[config.mk]
export PLATFORM = sky130hd
export DESIGN_NAME = pbre_sermul
export DESIGN_NICKNAME = d
export VERILOG_FILES = /design/src/rtl/pbre_pkg.sv /design/src/rtl/pbre_sermul.sv
export SDC_FILE = /design/constraint.sdc
export NUM_CORES = 1
export LEC_CHECK = 0
export BUFFER_PORTS_ARGS = -buffer_cell sky130_fd_sc_hd__buf_2
export CAP_MARGIN = 20
export CORE_MARGIN = 3
export CORE_UTILIZATION = 60
export CTS_CLUSTER_DIAMETER = 50
export CTS_CLUSTER_SIZE = 30
export DETAILED_ROUTE_END_ITERATION = 16
export GPL_TIMING_DRIVEN = 0
export PLACE_DENSITY = 0.83
export SETUP_SLACK_MARGIN = 0.1
export SYNTH_ARGS = -nofsm -noshare
export SYNTH_HDL_FRONTEND = slang
export SYNTH_SLANG_ARGS = --single-unit
[constraint.sdc]
create_clock -name clk -period 7.7 [get_ports clk]
set_input_delay 1.54 -clock clk [delete_from_list [all_inputs] [get_ports clk]]
set_output_delay 1.54 -clock clk [all_outputs]
set_load 0.01 [all_outputs]
[src/rtl/pbre_pkg.sv]
package pbre_pkg;

  localparam int SampleWidth = 24;
  localparam int CoefWidth = 32;
  localparam int CoefFrac = CoefWidth - 4;
  localparam int InShift = 39 - SampleWidth;
  localparam int StWidth = 48;
  localparam int TanhEntries = 256;
  localparam int TanhIdxW = 8;
  localparam int HarmWidth = 16;
  localparam int CfgIdxW = 3;
  localparam int CfgDataW = 32;

  localparam logic [CfgIdxW-1:0] RegB0 = 3'd0;
  localparam logic [CfgIdxW-1:0] RegB1 = 3'd1;
  localparam logic [CfgIdxW-1:0] RegB2 = 3'd2;
  localparam logic [CfgIdxW-1:0] RegA1 = 3'd3;
  localparam logic [CfgIdxW-1:0] RegA2 = 3'd4;
  localparam logic [CfgIdxW-1:0] RegBypass = 3'd5;
  localparam logic [CfgIdxW-1:0] RegExcEn = 3'd6;
  localparam logic [CfgIdxW-1:0] RegHarm = 3'd7;

  localparam logic signed [StWidth-1:0] StMax = {1'b0, {(StWidth-1){1'b1}}};
  localparam logic signed [StWidth-1:0] StMin = {1'b1, {(StWidth-1){1'b0}}};

  // Request handed to the serial multiplier: a start strobe and two signed operands.
  typedef struct packed {
    logic start;
    logic signed [63:0] a;
    logic signed [63:0] b;
  } mul_req_t;

  function automatic logic signed [StWidth-1:0] sat48(input logic signed [63:0] v);
    logic signed [StWidth-1:0] r;
    if (v > 64'(StMax)) r = StMax;
    else if (v < 64'(StMin)) r = StMin;
    else r = v[StWidth-1:0];
    return r;
  endfunction

endpackage

[src/rtl/pbre_sermul.sv]
// Signed 64x64 multiplier, one bit of the multiplier per cycle.
module pbre_sermul (
  input  logic clk,
  input  logic rst_n,
  input  pbre_pkg::mul_req_t req,
  output logic busy,
  output logic signed [127:0] prod
);

  logic [6:0] cnt_r, cnt_nxt;
  logic busy_r, busy_nxt;
  logic [127:0] acc_r, acc_nxt;
  logic [127:0] mcand_r, mcand_nxt;
  logic [63:0] mplr_r, mplr_nxt;

  always_comb begin
    cnt_nxt = cnt_r;
    busy_nxt = busy_r;
    acc_nxt = acc_r;
    mcand_nxt = mcand_r;
    mplr_nxt = mplr_r;
    if (req.start) begin
      busy_nxt = 1'b1;
      cnt_nxt = 7'd0;
      acc_nxt = '0;
      mcand_nxt = {{64{req.a[63]}}, req.a};
      mplr_nxt = req.b;
    end else if (busy_r) begin
      // Top bit carries negative weight in two's complement.
      if (mplr_r[0]) begin
        if (cnt_r == 7'd63) acc_nxt = acc_r - mcand_r;
        else acc_nxt = acc_r + mcand_r;
      end
      mcand_nxt = mcand_r << 1;
      mplr_nxt = mplr_r >> 1;
      cnt_nxt = cnt_r + 7'd1;
      if (cnt_r == 7'd63) busy_nxt = 1'b0;
    end
  end

  always_ff @(posedge clk) begin
    if (!rst_n) begin
      busy_r <= 1'b0;
      cnt_r <= 7'd0;
    end else begin
      busy_r <= busy_nxt;
      cnt_r <= cnt_nxt;
    end
    acc_r <= acc_nxt;
    mcand_r <= mcand_nxt;
    mplr_r <= mplr_nxt;
  end

  assign busy = busy_r | req.start;
  assign prod = acc_r;

endmodule

# After elaboration in Yosys (flattened, before gate mapping)
# Cells that the tools add are included.
# W data, S select, Z words.
[totals]
ff_bits = 328
out_inout_bits = 129
rom_bits = 0
word_cells = 22
memories = 0
ram_bits = 0
latch_bits = 0
[op_classes]
n_mux = 8
n_lt_le_gt_ge = 0
n_eq_ne = 1
addsub = 3
shifts = 0
n_reduce_logical = 3
mul = 0
bitwise = 2
div = 0
[op_table]
columns = ["op", "n"]
rows = [
  ["$mux W128", 3],
  ["$add A128 B128 Y128", 1],
  ["$mux W64", 2],
  ["$sub A128 B128 Y128", 1],
  ["$add A7 B1 Y7 const B", 1],
  ["$eq A7 B6 Y1 const B", 1],
  ["$mux W1", 3],
  ["$reduce_and A2 Y1", 1],
  ["$reduce_bool A2 Y1", 1],
  ["$reduce_or A2 Y1", 1],
  ["$not A1 Y1", 1],
  ["$or A1 B1 Y1", 1],
]

# Longest topological paths before layout
[depth]
depth_word = 4
depth_mapped = 25
mapped_depth_nobuf = 25

# Worst setup path after synthesis
# Ideal clock, no wire load.
[synth_path]
path_type = "input-to-output"
from = "in req[128] (netlist bit)"
to = "out busy"
setup_slack_ps = 1428
arrival_time_ps = 4732
path_stages = 4
cell_sequence = "clkbuf_1 clkbuf_1 clkbuf_1 or2_2"
[synth_between]
elab_chain_cells = 1
[synth_rtl]
columns = ["item", "line_no", "rtl"]
rows = [
  ["start, declared", "pbre_sermul.sv:5", "input pbre_pkg::mul_req_t req,"],
  ["$or A1 B1 Y1", "pbre_sermul.sv:54", "assign busy = busy_r | req.start;"],
  ["end, declared", "pbre_sermul.sv:6", "output logic busy,"],
]
# Every way passes these cells.

# Worst setup path after layout
[layout_path]
from = "reg mcand_r[28]"
to = "reg acc_r[127], in the netlist prod[127]"
[layout_between]
elab_chain_cells = 2
word_cells_on_any_way = 3
cone_classes = "2 x add/sub; 1 x mux"
[layout_rtl]
columns = ["item", "line_no", "rtl"]
rows = [
  ["start, declared", "pbre_sermul.sv:13", "logic [127:0] mcand_r, mcand_nxt;"],
  ["start signal, assigned", "pbre_sermul.sv:50", "mcand_r <= mcand_nxt;"],
  ["$add A128 B128 Y128 / $sub A128 B128 Y128 (equally long branches)", "pbre_sermul.sv:32, pbre_sermul.sv:31", ""],
  ["$mux W128 *", "pbre_sermul.sv:31", "if (cnt_r == 7'd63) acc_nxt = acc_r - mcand_r;"],
  ["end signal, assigned", "pbre_sermul.sv:49", "acc_r <= acc_nxt;"],
  ["end, declared", "pbre_sermul.sv:12", "logic [127:0] acc_r, acc_nxt;"],
]
# Every way passes the cells marked *; elsewhere a longest branch is shown, timed or not.
# A chain may end at the register's enable or synchronous reset.

==> reports/summary.md <==
- 22400 — vias in the first global route
- 328 — TritonCTS Sinks
- 39.5% — global-route usage over all layers
- 8.59 um2 — average cell area after synthesis
- 7.99 ns — Data arrival, critical path
- 79 — post-synth cell types
- register to register — category of the critical setup timing path
- 7.50 ns — Min Clock Period, post-route
- 20.4% — slew margin rel.
- 1.16 ns — actual transition at the worst max-transition pin
- 260 — I/O pin count
- 0 — Hold-fix buffers, CTS
- edfxtp_1 — top_reg_cell synth
- 23700 — number of vias after detailed routing
- 34.5% — switch share
- register — crit path capture type
- 7 — CP Max Fanout
- 0.06 ns — post-CTS clock slew at the launch and capture registers of the worst setup and hold paths
- done — CTS tree
- 3 — Max clock buf depth
- 211 nW/um2 — total power density per cell area
- 97.5% — final worst-path cycle share
- 2994 — total nets after synthesis
- 68 — maximum number of pins on one net before global-route repair
- 204 um — overall die width
- finished, final reports clean — result of the run
- 0 — Final Max Tran Viols
- 61.6% — starting utilization of the core area
- 70.6% — Core Util, Final
- 204 um — vertical extent of the die
- 6.62 — Vias per Instance
- 71 — std cell rows
- 39.0% — proportion of power drawn by flip-flops and latches
- 5.68 mW — PnR Total Power
- 259 — number of port buffers
- 21 — number of cells on the worst reg-to-reg path
- 2 — number of instances on the worst hold path
- 0 — total of max-cap violations
- 328 — synthesized flop and latch total
- 23.9 um — DR WL/cell
- edfxtp_1 — leading area contributor after synthesis
- 128000 um — wire length of the first global-routing pass
- 0.20 ns — register-to-register path setup slack
- 0 — drc violations
- 6 — router iterations before antenna repair
- 3094 — violation count after the first detailed-routing iteration
- 3299 — fin nets
- 8.19 ns — required time of the critical path
- 0.478 ns — Hold Worst Slack
- no — unrepaired setup endpoints after global routing
- 0.196 ns — crit path setup slack, layout
- 85400 um — total detailed-routing wirelength
- 2 — H-tree levels
- 63700 um — HPWL Detailed
- 41600 um2 — die area
- 192 — EDFF count, synth
- 1.96 mW — net switching power of the design
- 2733 — number of standard cells after synthesis
- clkbuf_16 — root buf cell
- register to register — Min-Delay Path Class
- register — Setup crit start kind
- 23500 um2 — Post-Syn Area
- 36.1% — sequential cell area fraction in the yosys report
- 0 — Hold Violations, Final
- 39 — number of clock buffers inserted by TritonCTS
- 24.5% — area share of the largest cell type after synthesis
- 0.968 — Final Wtd Congestion
- 0 — residual antenna-violating net count after detailed routing
- 5 — initial antenna violation count
- 26.9% — combinational share of power
- 10.9 nW — Static Leakage
- -0.273 ns — pre-CTS setup slack
- 34.1% — clock share of power
- 133 MHz — FMAX
- 0.57 ns — clock latency on the worst-skew pair
- 3.72 mW — P_int
- 0 — Setup violations, final
- 0% — proportion of register bits with asynchronous set or reset after synthesis
- 0 — total grt overflow
- 16.3% — share of layout cells above drive strength 1
- 14.5% — Area Overhead vs Synth
- 234 uV — Worst VDD drop
- 38100 um2 — CORE AREA
- edfxtp_1, dfxtp_1, ha_1, a21oi_1, xnor2_1 — leading cell types by total area after synthesis
- 0 — yosys warns
- 0.0334 ns — worst setup skew after layout
-- metrics by stage --
| step | instances | cell area, um2 | TNS [ns] |
|---|---|---|---|
| 2_1_floorplan | 2733 | 23500 | 0 |
| 3_3_place_gp | 3503 | 25400 | -5.01 |
| 3_5_place_dp | 3508 | 25500 | -0.736 |
| 4_1_cts | 3578 | 26900 | 0 |
| 5_1_grt | 3578 | 26900 | 0 |
| 6_report | 3579 | 26900 | 0 |
-- synth_stat cells (37+ instances only) --
master	number
xnor2_1	160
nand4_1	82
o21ai_0	260
nand2_1	344
mux2_2	122
ha_1	129
xor2_1	79
a21o_1	53
a31oi_1	38
nor2_1	155
inv_1	114
dfxtp_1	136
nand3_1	51
nor3_1	37
edfxtp_1	192
a21oi_1	291
clkbuf_1	125
-- placed cells by master, fill, tap and decap left out, types with 114 or more instances in the layout --
cell type | synthesis | final
a21oi_1 | 291 | 291
dfxtp_1 | 136 | 136
inv_1 | 114 | 114
nor2_1 | 155 | 154
xnor2_1 | 160 | 160
buf_2 | 0 | 259
clkbuf_1 | 125 | 128
ha_1 | 129 | 129
nand2_1 | 344 | 344
edfxtp_1 | 192 | 192
mux2_2 | 122 | 122
o21ai_0 | 260 | 259
-- worst max-delay path, cell delays in order, from the launching register on --
cell,delay [ns]
edfxtp_1,0.45
or4_1,0.62
nor4_1,0.72
nand3_1,0.58
nor2_4,0.44
nand2_1,0.17
nor2_1,0.45
a21oi_1,0.16
xnor2_1,0.42
ha_1,0.32
clkbuf_1,0.19
a21oi_1,0.19
o21ai_0,0.16
a221oi_2,0.43
nor2_1,0.09
a211o_1,0.30
a21oi_1,0.12
o21ai_0,0.23
a31oi_2,0.48
o211ai_1,0.30
or3_1,0.43
a31oi_1,0.16
-- power by group through the flow --
stage / registers (mW) / clock network (mW) / logic [mW]
2_1_floorplan: 2.22 / 0 / 1.00
3_3_place_gp: 2.23 / 0 / 1.41
3_5_place_dp: 2.24 / 0 / 1.46
4_1_cts: 2.20 / 1.95 / 1.48
5_1_grt: 2.23 / 2.01 / 1.65
6_report: 2.22 / 1.94 / 1.53
-- worst paths after layout --
check,startpoint,endpoint
worst min-delay path,prod[44],prod[44]
worst max-delay path,mcand_r[28],prod[127]
worst max register to register,mcand_r[28],prod[127]
worst min register to register,prod[44],prod[44]
-- state kept, by name, indices dropped and copies added, names as in the netlist --
| name | cells |
|---|---|
| busy_r | 1 |
| cnt_r | 7 |
| mcand_r | 128 |
| mplr_r | 64 |
| prod | 128 |
-- per-layer routing --
layer | up-vias | track usage, % | wire, um
li1 | 10600 | - | -
met1 | 11200 | 52.6 | 33200
met2 | 1604 | 63.5 | 38600
met3 | 304 | 6.94 | 9580
met4 | 4 | 17.3 | 4060
met5 | - | 0 | 22
-- cells by family after synthesis --
logic type,Yosys count,synth area share [%]
and+or+nand+nor,830,16.9
DFF,328,36.1
buffers and inverters,253,4.13
adders and majority gates,130,6.96
xor gates and xnor gates,239,8.91
muxes,128,6.10
AOI/OAI and AO/OA,825,20.8
-- layout make-up --
cell class	count	area [um2]
Tap cell	511	639
Clock inverter	25	309
Timing Repair Buffer	264	1380
Buffer	139	546
Clock buffer	45	1020
Inverter	114	428
Antenna cell	1	2.50
Multi-Input combinational cell	2152	14100
Sequential cell	328	8490
Fill cell	2851	11200
-- repair_timing --
item / 4_1_cts / 5_1_grt
endpoints found under the setup margin: 13 / 26
gates resized for setup: 5 / 13
setup buffers: 0 / 0
(Power assumes the default switching activity.)
