## src/rtl/pbre_serdiv.sv

```systemverilog
// Unsigned restoring divider, one quotient bit per cycle.
module pbre_serdiv (
  input  logic clk,
  input  logic rst_n,
  input  logic start,
  input  logic [63:0] num,
  input  logic [63:0] den,
  output logic busy,
  output logic [63:0] quo
);

  logic [6:0] cnt_r, cnt_nxt;
  logic busy_r, busy_nxt;
  logic [63:0] q_r, q_nxt, rem_r, rem_nxt, den_r, den_nxt;
  logic [64:0] trial;

  always_comb begin
    cnt_nxt = cnt_r;
    busy_nxt = busy_r;
    q_nxt = q_r;
    rem_nxt = rem_r;
    den_nxt = den_r;
    trial = {rem_r, q_r[63]} - {1'b0, den_r};
    if (start) begin
      busy_nxt = 1'b1;
      cnt_nxt = 7'd0;
      q_nxt = num;
      rem_nxt = '0;
      den_nxt = den;
    end else if (busy_r) begin
      if (!trial[64]) begin
        rem_nxt = trial[63:0];
        q_nxt = {q_r[62:0], 1'b1};
      end else begin
        rem_nxt = {rem_r[62:0], q_r[63]};
        q_nxt = {q_r[62:0], 1'b0};
      end
      cnt_nxt = cnt_r + 7'd1;
      if (cnt_r == 7'd63) busy_nxt = 1'b0;
    end
  end

  always_ff @(posedge clk) begin
    if (!rst_n) begin
      busy_r <= 1'b0;
      cnt_r <= 7'd0;
    end else begin
      busy_r <= busy_nxt;
      cnt_r <= cnt_nxt;
    end
    q_r <= q_nxt;
    rem_r <= rem_nxt;
    den_r <= den_nxt;
  end

  assign busy = busy_r | start;
  assign quo = q_r;

endmodule

```

## config.mk

```make
export PLATFORM = sky130hd
export DESIGN_NAME = pbre_serdiv
export DESIGN_NICKNAME = d
export VERILOG_FILES = /design/src/rtl/pbre_serdiv.sv
export SDC_FILE = /design/constraint.sdc
export NUM_CORES = 1
export LEC_CHECK = 0
export BUFFER_PORTS_ARGS = -buffer_cell sky130_fd_sc_hd__buf_2
export CAP_MARGIN = 10
export CORE_UTILIZATION = 40
export DETAILED_ROUTE_END_ITERATION = 16
export SYNTH_ARGS = -nofsm -noshare
export SYNTH_HDL_FRONTEND = slang
export SYNTH_SLANG_ARGS = --single-unit
```

## constraint.sdc

```tcl
create_clock -name clk -period 3.4 [get_ports clk]
set_input_delay 0.34 -clock clk [delete_from_list [all_inputs] [get_ports clk]]
set_output_delay 0.34 -clock clk [all_outputs]
set_load 0.02 [all_outputs]
```

### Yosys cells after proc, flatten, opt, wreduce, memory -nomap -nowiden

Index checks and enable logic that the tools add are counted.

* add/sub/neg operators: 2
* equal/unequal tests: 1
* mux-type cells: 7
* bitwise logic cells: 2
* reduce and logical (&&, ||, !) cells: 2

Operator list (count)
* $mux 64: 3
* $sub 65x64->65: 1
* $add 7x1->7 const B: 1
* $eq 7x6->1 const B: 1
* $mux 1: 4
* $reduce_bool 2->1: 1
* $reduce_or 2->1: 1
* $not 1->1: 1
* $or 1x1->1: 1

* register bits: 200
* word-level logic and storage cells: 19

### Longest topological paths before layout

Gate-level depths: netlist of run 1.

* depth after elaboration: 4
* mapped depth: 16
* mapped depth without buffers: 14

### Least setup slack after synthesis of run 1

OpenSTA, ideal clock, no wires.

* path kind: register to register
* start: register q_r[63] (netlist: quo[63])
* end: register rem_r[46]
* data arrival time: 3.369 ns
* slack: -0.057 ns
* cell stages (with the launch flop): 15
* buffers on the path: 0
* period minus slack after synthesis: 3.457 ns
* path through: edfxtp_1 -> inv_1 -> ha_1 -> fa_1 -> or2b_1 -> a21oi_2 -> o21a_4 -> a41oi_4 -> o21a_4 -> o311ai_4 -> a41oi_4 -> o21ai_2 -> nand4_1 -> a211o_1 -> a311oi_2

* word-level cells in the longest chain between the ends: 2

RTL lines
* start: declaration: RTL line 14 `logic [63:0] q_r, q_nxt, rem_r, rem_nxt, den_r, den_nxt;`
* start signal: assignment: RTL line 51 `q_r <= q_nxt;`
* $sub 65x64->65: RTL line 23 `trial = {rem_r, q_r[63]} - {1'b0, den_r};`
* $mux 64: RTL line 31 `if (!trial[64]) begin`
* end signal: assignment: RTL line 52 `rem_r <= rem_nxt;`
* end: declaration: RTL line 14

No other way between the ends.
A chain may end at the register's enable or synchronous reset.

### Worst setup path after layout of run 1

* start: register den_r[22]
* end: register rem_r[57]

* word-level cells in the longest chain between the ends: 2

RTL lines
* start: declaration: RTL line 14
* start signal: assignment: RTL line 53 `den_r <= den_nxt;`
* $sub 65x64->65: RTL line 23
* $mux 64: RTL line 31

No other way between the ends.

==> run summary, run 1 <==
The run finished with clean final reports. In this run the worst setup path terminates at rem_r[57]. TritonCTS built the clock tree. Counting instances in the post-synthesis netlist gives the leading cell types as nand2_1 (143), edfxtp_1 (128), nor2_1 (93). The floorplan die width is roughly 180 microns.

Setup total negative slack on the finished layout was measured at 0 ns. The pin slew with the least headroom to its limit came out at approximately 0.74 ns. The maximum single-stage delay on the critical path is approximately 0.53 ns. The post-route minimum period is between 3 and 4 ns. Hold is met by 0.05297 ns. The count of final hold-check violations came out at 0. The initial core utilization is 0.4069. STA puts the critical path data required time at around 3.8 ns. The wire length on met1 is between 10 and 15 mm.

The core region is 29640 sq um. The repair_antennas step left the layout with diodes totalling 0. The number of synthesized flops with an enable pin came out at about 130. The largest individual stage delay along the critical path comes from the cell or4_4. The total routing resource utilization after global routing came out at 0.2009.

At the end of routability-driven placement, the weighted congestion stood at around 0.89. After clock tree synthesis, the clock-pin slew on the worst setup and hold paths is about 0.080 ns. Yosys printed 0 warnings.

The combined area of all synthesized cells is roughly 12000 sq um. The die boundary height came out at 175.6 microns. The area of the die came out at around 31000 sq um. Tracing the worst setup path back leads to its startpoint at den_r[22]. Setup repair after global routing could not meet its margin everywhere.

Global routing finished with a remaining overflow of 0. The DRC violation count after routing came out at 0. The net count of the finished layout came out at roughly 1600. A synthesized cell averages between 9 and 10 sq um. The worst slack at placement came out at -0.01992 ns. The DRC violation total after the first TritonRoute iteration is 559. The endpoint identified for the worst register-to-register timing path is rem_r[57].

At the later pin of the worst-skew pair, clock insertion delay measures 0.46 ns. The maximum VDD drop is ~0.00037 V. The number of sinks handled by clock tree synthesis came out at 200. The area after detailed placement is approximately 14000 sq um. The max-slew violation count came out at 0.

The number of distinct library cell variants in the gate-level netlist after synthesis came out at ~80. The detailed placement HPWL came out at 22.70 mm. The remaining max-slew budget at the tightest pin came out at 0.5061. The critical path is of the reg -> reg type. The count of antenna-violating nets left after detailed routing is 0.

The power density over the cells is 482.3 nW/um^2. Of the total power, registers draw 0.424. The pin count of the biggest net entering global routing is 100.

The layout has ~2800 filler cells. The reg-to-reg startpoint is den_r[22]. The library cell with the highest instance count after synthesis is nand2_1. Clock skew on the completed layout was measured at 0.01305 ns. The endpoint arrival time on the critical path is about 3.7 ns. The portion of the clock cycle consumed by the worst path in the final layout came out at 0.9692. The number of instances in the synthesized netlist is approximately 1200. The highest clock frequency the design can meet came out at just over 300 MHz. After detailed routing, the met3 layer carries 1.877 mm of wire. Of all cell types, the one taking the most synthesized area is edfxtp_1.

The number of synthesized register bits is 200. Setup violations remaining at the end of the flow were counted as 0. The number of global-route vias before repair is 9672. The first global-routing pass estimated just under 50 mm of wire.

Once routing completed, OpenROAD measured the worst setup slack at 0.1046 ns. The wire length on met2 is 14.55 mm. The main flop type after synthesis is edfxtp_1. Once layout is done, the placed cells without fillers occupy 14520 sq um. The number of port buffers is 195. The signal on the critical path passes through inv_1, ha_2, and4_1, a211oi_1, or4_4, o21ai_4, a31oi_2, o31a_2, and2_1, o21ai_2, mux2_2, a311oi_2. When the netlist entered floorplanning its net count stood at between 1000 and 1500. The share of the core filled with cells is 0.4898.

The path depth of the worst reg2reg path came out at 12. The wire length per cell after detailed routing came out at about 16 microns. The total net switching power is ~2.3 mW. The count of H-tree levels built during CTS came out at 4. The analysis attributes to cell leakage a power of just over 6 nW.

The share of total power dissipated in combinational logic is 0.295. STA classifies the critical path startpoint as a register. In this run the worst path has a maximum fanout of 5. The cell-internal power came out at 4.698 mW. Ranked by total cell area, the synthesized netlist is headed by edfxtp_1 (32%), dfxtp_1 (12%), ha_1 (6.7%), mux2_2 (6.0%), nand2_1 (4.5%).

Routed signal wires occupy layers up through met4. In the synthesized netlist the async set-or-reset flop fraction comes to 0. The clock share of power came out at 0.282. The setup slack of the most critical reg-to-reg path is approximately 0.10 ns.

The layout cell share with drive strength beyond 1 came out at 0.2981. For this run, the register share of the synthesized area comes to 0.4383. Of the total power, the share spent switching nets is 0.3290.

The total detailed-routing wirelength came out at around 30 mm. Dividing the detail-routed via count by the number of cells gives ~5.3. For this run, the detailed router's first-pass iteration total came to 4. The count of vias placed by the detailed router came out at between 9000 and 10000. The number of top-level pins is 196.

The number of rows in the core area is 63. The reported max-cap violation count came out at 0. The worst setup path is captured at a register. The tree is rooted in a clkbuf_16. Of the post-synthesis cell area, the dominant cell type holds 0.3187.

The clock passes through at most 2 buffers. The classification of the worst-slack hold path is in -> reg. The initial antenna violation count came out at 0.

From synthesis to final layout, the design area changed by 20.39%. The TritonCTS buffer count is 17.
-- sequential cells by signal (all words and copies together) (netlist names) --
register and cells:
den_r 64, quo 64, rem_r 64, cnt_r 7
busy_r 1
-- logic make-up (layout without fill, tap and decap cells) --
logic type,after synthesis,after routing,synth area share
AO/OA/AOI/OAI,322,322,0.1898
XOR/XNOR,60,60,0.04482
adder cells (fa/ha/maj),66,66,0.06910
buffers and inverters,151,386,0.06122
flip-flops,200,200,0.4383
multiplexers,72,72,0.06640
AND/OR/NAND/NOR,343,343,0.1304
-- metrics by stage --
step	power (mW)	cells
detailed placement	5.009	1798
CTS	7.020	1833
global route	7.385	1839
global placement	4.997	1798
floorplan	4.382	1214
finish	7.002	1839
-- worst min path at each step --
stage	startpoint	endpoint	slack, ns	cells past startpoint
floorplan	den[0]	den_r[0]	0.44	0
global placement	cnt_r[6]	cnt_r[6]	0.47	2
detailed placement	cnt_r[5]	cnt_r[5]	0.48	2
CTS	den[44]	den_r[44]	0.03	1
global route	den[3]	den_r[3]	0.02	1
finish	den[54]	den_r[54]	0.05	1
-- power by group through the flow --
stage                     sequential (mW)  clock, mW  combinational (mW)
after global placement               3.02          0                1.98
after CTS                            2.97       2.04                2.00
after detailed placement             3.02          0                1.99
after floorplan                      3.08          0                1.31
after global routing                 3.00       2.12                2.26
final                                2.97       1.97                2.06
-- cell usage in the layout, fill, tap and decap left out, types with 12 or more instances in the layout --
cell,netlist,routed
clkbuf_16,0,17
a21o_1,36,36
xnor2_1,31,30
a31oi_1,14,13
a311oi_1,41,39
buf_2,9,194
dfxtp_1,72,71
xor2_1,27,27
nand2_1,143,143
o21ai_0,52,48
nand4_1,25,25
inv_1,77,77
ha_1,65,61
buf_4,9,74
edfxtp_1,128,128
nand3_1,14,14
a21oi_1,81,75
mux2_2,64,64
nor2_1,93,93
nor2b_1,12,12
-- repair_timing --
| item | in CTS | in global routing |
|---|---|---|
| setup buffers | 3 | 6 |
| gates resized for setup | 1 | 36 |
| pin swaps | 7 | 22 |
| endpoints found under the setup margin | 7 | 64 |
| hold buffers | 0 | 0 |
-- worst max-delay path, delay by kind of cell, from the launching register on --
kind	cells	cell delay [ns]
AO/OA/AOI/OAI	6	1.17
adder cells (fa/ha/maj)	1	0.37
buffers and inverters	1	0.05
flip-flops	1	0.34
multiplexers	1	0.36
AND/OR/NAND/NOR	3	0.93
-- final cells by class --
cell class              instances  area [sq um]  share of cell area
multi-input cells             863          6206              0.4275
inverters                      77         289.0             0.01991
repair buffers                277          1680              0.1157
clock inverters                12         118.9            0.008188
clock buffers                  20         446.7             0.03077
well taps                     390         488.0             0.03361
flip-flops and latches        200          5289              0.3643
-- per-layer routing --
layer  track usage  vias up
met2        0.3337      260
met5             0        -
met3       0.05368       25
met1        0.2513     4606
met4       0.06775        0
li1              -     4870
Note: power is estimated with default switching activity, not from simulation.
==> inputs of run 2 (changes only) <==
--- a/config.mk
+++ b/config.mk
@@ -5,10 +5,10 @@
 export SDC_FILE = /design/constraint.sdc
 export NUM_CORES = 1
 export LEC_CHECK = 0
-export BUFFER_PORTS_ARGS = -buffer_cell sky130_fd_sc_hd__buf_2
 export CAP_MARGIN = 10
 export CORE_UTILIZATION = 40
 export DETAILED_ROUTE_END_ITERATION = 16
+export DONT_BUFFER_PORTS = 1
 export SYNTH_ARGS = -nofsm -noshare
 export SYNTH_HDL_FRONTEND = slang
 export SYNTH_SLANG_ARGS = --single-unit
==> run summary, run 2 (same netlist as run 1, synthesis figures left out) <==
The wire length per cell after detailed routing is about 18 microns. Along the worst path, the maximum fanout reaches 4. Traced cell by cell, the critical path runs through inv_1, ha_2, fa_2, or2b_1, a21oi_2, o21a_4, a41oi_4, o21a_4, o311ai_4, a41oi_4, o21ai_2, nand4_1, a211o_1, a311oi_2. The endpoint type of the worst setup path is a register. For this run, the post-layout net count is between 1500 and 2000. The clock passes through at most 2 buffers.

The number of port buffers is 0. The startpoint type of the worst setup path is a register. The portion of the clock cycle consumed by the worst path in the final layout came out at 0.9822. The total detailed-routing wirelength is 30.48 mm. The layout cell share with drive strength beyond 1 came out at 0.1870. The post-route cell area is roughly 14000 sq um. The number of global-route vias before repair came out at about 9400. The run finished with clean final reports. The cell leakage power came out at around 5.7 nW. The final clock skew came out at ~0.019 ns. The final count of negative-setup-slack endpoints is 0. The wire length of the first global-routing pass came out at slightly below 50 mm. The number of inserted diodes came out at 0. In this run, CTS created clock tree buffers numbering 17. On the critical path, the stage with the largest delay is an instance of edfxtp_1. The most common cell after layout, fill and taps aside is nand2_1. TritonCTS built the clock tree.

The count of final hold-check violations came to 0. Entering global routing, the biggest net connects 176 pins. The post-route minimum period came out at about 3.3 ns. The detailed placement HPWL came out at around 21 mm. Setup repair after global routing could not meet its margin everywhere. The share of the core filled with cells is 0.4841. The area after detailed placement is around 13000 sq um. The max-slew violation count is 0.

In the routed design, unresolved DRC markers number 0. Clock-pin slew was measured on the worst setup and hold paths at approximately 0.080 ns. The highest clock frequency the design can meet came out at between 200 and 300 MHz.

The number of vias per cell after detailed routing came out at 5.504. In this run the register-to-register setup slack is between 0.06 and 0.07 ns. The critical path is of the reg -> reg type.

The endpoint arrival time on the critical path is ~3.7 ns. The master cell of the clock root buffer is clkbuf_16. The total routing resource utilization after global routing is 0.1967. Measured against its own limit, the worst slew margin works out to 0.3931. The required time at the endpoint of the critical path is 3.76 ns.

The clock latency at the later pin of the worst-skew pair came out at about 0.46 ns. The maximum single-stage delay on the critical path came out at roughly 0.35 ns. The number of top-level pins is roughly 200. The floorplan step set the die width to 175.6 microns. The number of rows in the core area came out at between 60 and 70. In this run the number of H-tree levels came out at 4. For this design, the sink count on the clock tree is 200. The core outline area came out at 29640 sq um. The initial utilization of the core area, before any placement, comes to 0.4069.

The area growth from synthesis to layout came out at 18.98%. The total power draw came out at 7.118 mW. The die boundary height is 175.6 microns. For this run, the detailed router's first-pass iteration total came to 5.

The routability-driven placement congestion ratio came out at 0.9001. The power density over the cells is about 500 nW/um^2. The setup slack of the critical path after layout came out at roughly 0.061 ns. In this run the worst hold path is classified as in -> reg. The top cell family by delay on the critical path is compound AO/OA/AOI/OAI gates. The buffering stage count on the worst path with inverters included is 1. The count of vias placed by the detailed router is roughly 9400. The reported max-cap violation count came out at 0. Before CTS, the worst setup slack after placement is -0.02931 ns. The count of antenna-violating nets left after detailed routing is 0. Across the VDD grid, the largest voltage drop is about 0.00037 V. The initial antenna violation count came out at 0. At the pin with the least slew margin, the transition time is ~0.9 ns. In the layout the commonest cells are nand2_1 (143), edfxtp_1 (128), nor2_1 (93). The total overflow left after global routing is 0. The area of the die came out at roughly 31000 sq um.

The setup TNS came out at 0 ns. In this run, the number of DRC markers left after iteration 0 of detailed routing was roughly 450.
==> run 2: changes by cell type in the layout (fill, tap and decap cells not counted), sizes merged <==
| cell | before | now |
|---|---|---|
| buf | 277 | 82 |
| dlygate4sd3 | 0 | 67 |
| clkbuf | 20 | 17 |
| inv | 81 | 84 |
| bufinv | 0 | 2 |
| clkinv | 7 | 5 |
==> run 2: per-stage QoR <==
stage | cells | hold WS (ns)
2_1_floorplan | 1214 | 0.4389
3_3_place_gp | 1598 | 0.4389
3_5_place_dp | 1598 | 0.4389
4_1_cts | 1700 | -0.02238
5_1_grt | 1711 | 0.0001456
6_report | 1711 | 0.02919
==> run 2: per-layer routing <==
layer / vias to the layer above / GRT usage / share of wire
li1: 4622 / - / -
met1: 4463 / 0.2451 / 0.43
met2: 301 / 0.3261 / 0.48
met3: 32 / 0.05563 / 0.070
met4: 0 / 0.06486 / 0.019
met5: - / 0 / 0
==> run 2: final cells by class <==
cell class	instances	area, sq um
multi-input combinational	863	6295
clock buffer	17	425.4
tap	390	488.0
inverter	77	289.0
timing repair buffer	149	1361
clock inverter	15	200.2
sequential	200	5289
fill	2916	15290
==> run 2: repair_timing <==
item                       4_1_cts  5_1_grt
setup buffers                    3       13
pin swaps                       10       25
hold endpoints to repair        75        0
hold buffers                    67        0
resized for setup                2       48
setup endpoints to repair        3       65
==> run 2: final timing paths <==
kind / depth (start not counted) / to / startpoint
max reg2reg: 14 / rem_r[46] / quo[63]
min: 0 / den_r[30] / start
max: 14 / rem_r[46] / quo[63]
min reg2reg: 2 / cnt_r[5] / cnt_r[5]
==> run 2: power breakdown <==
part           switching [mW]  internal (mW)  leakage [nW]
Combinational            1.01          0.859          3.51
Sequential              0.260           2.83          1.86
Clock                    1.03           1.13         0.300
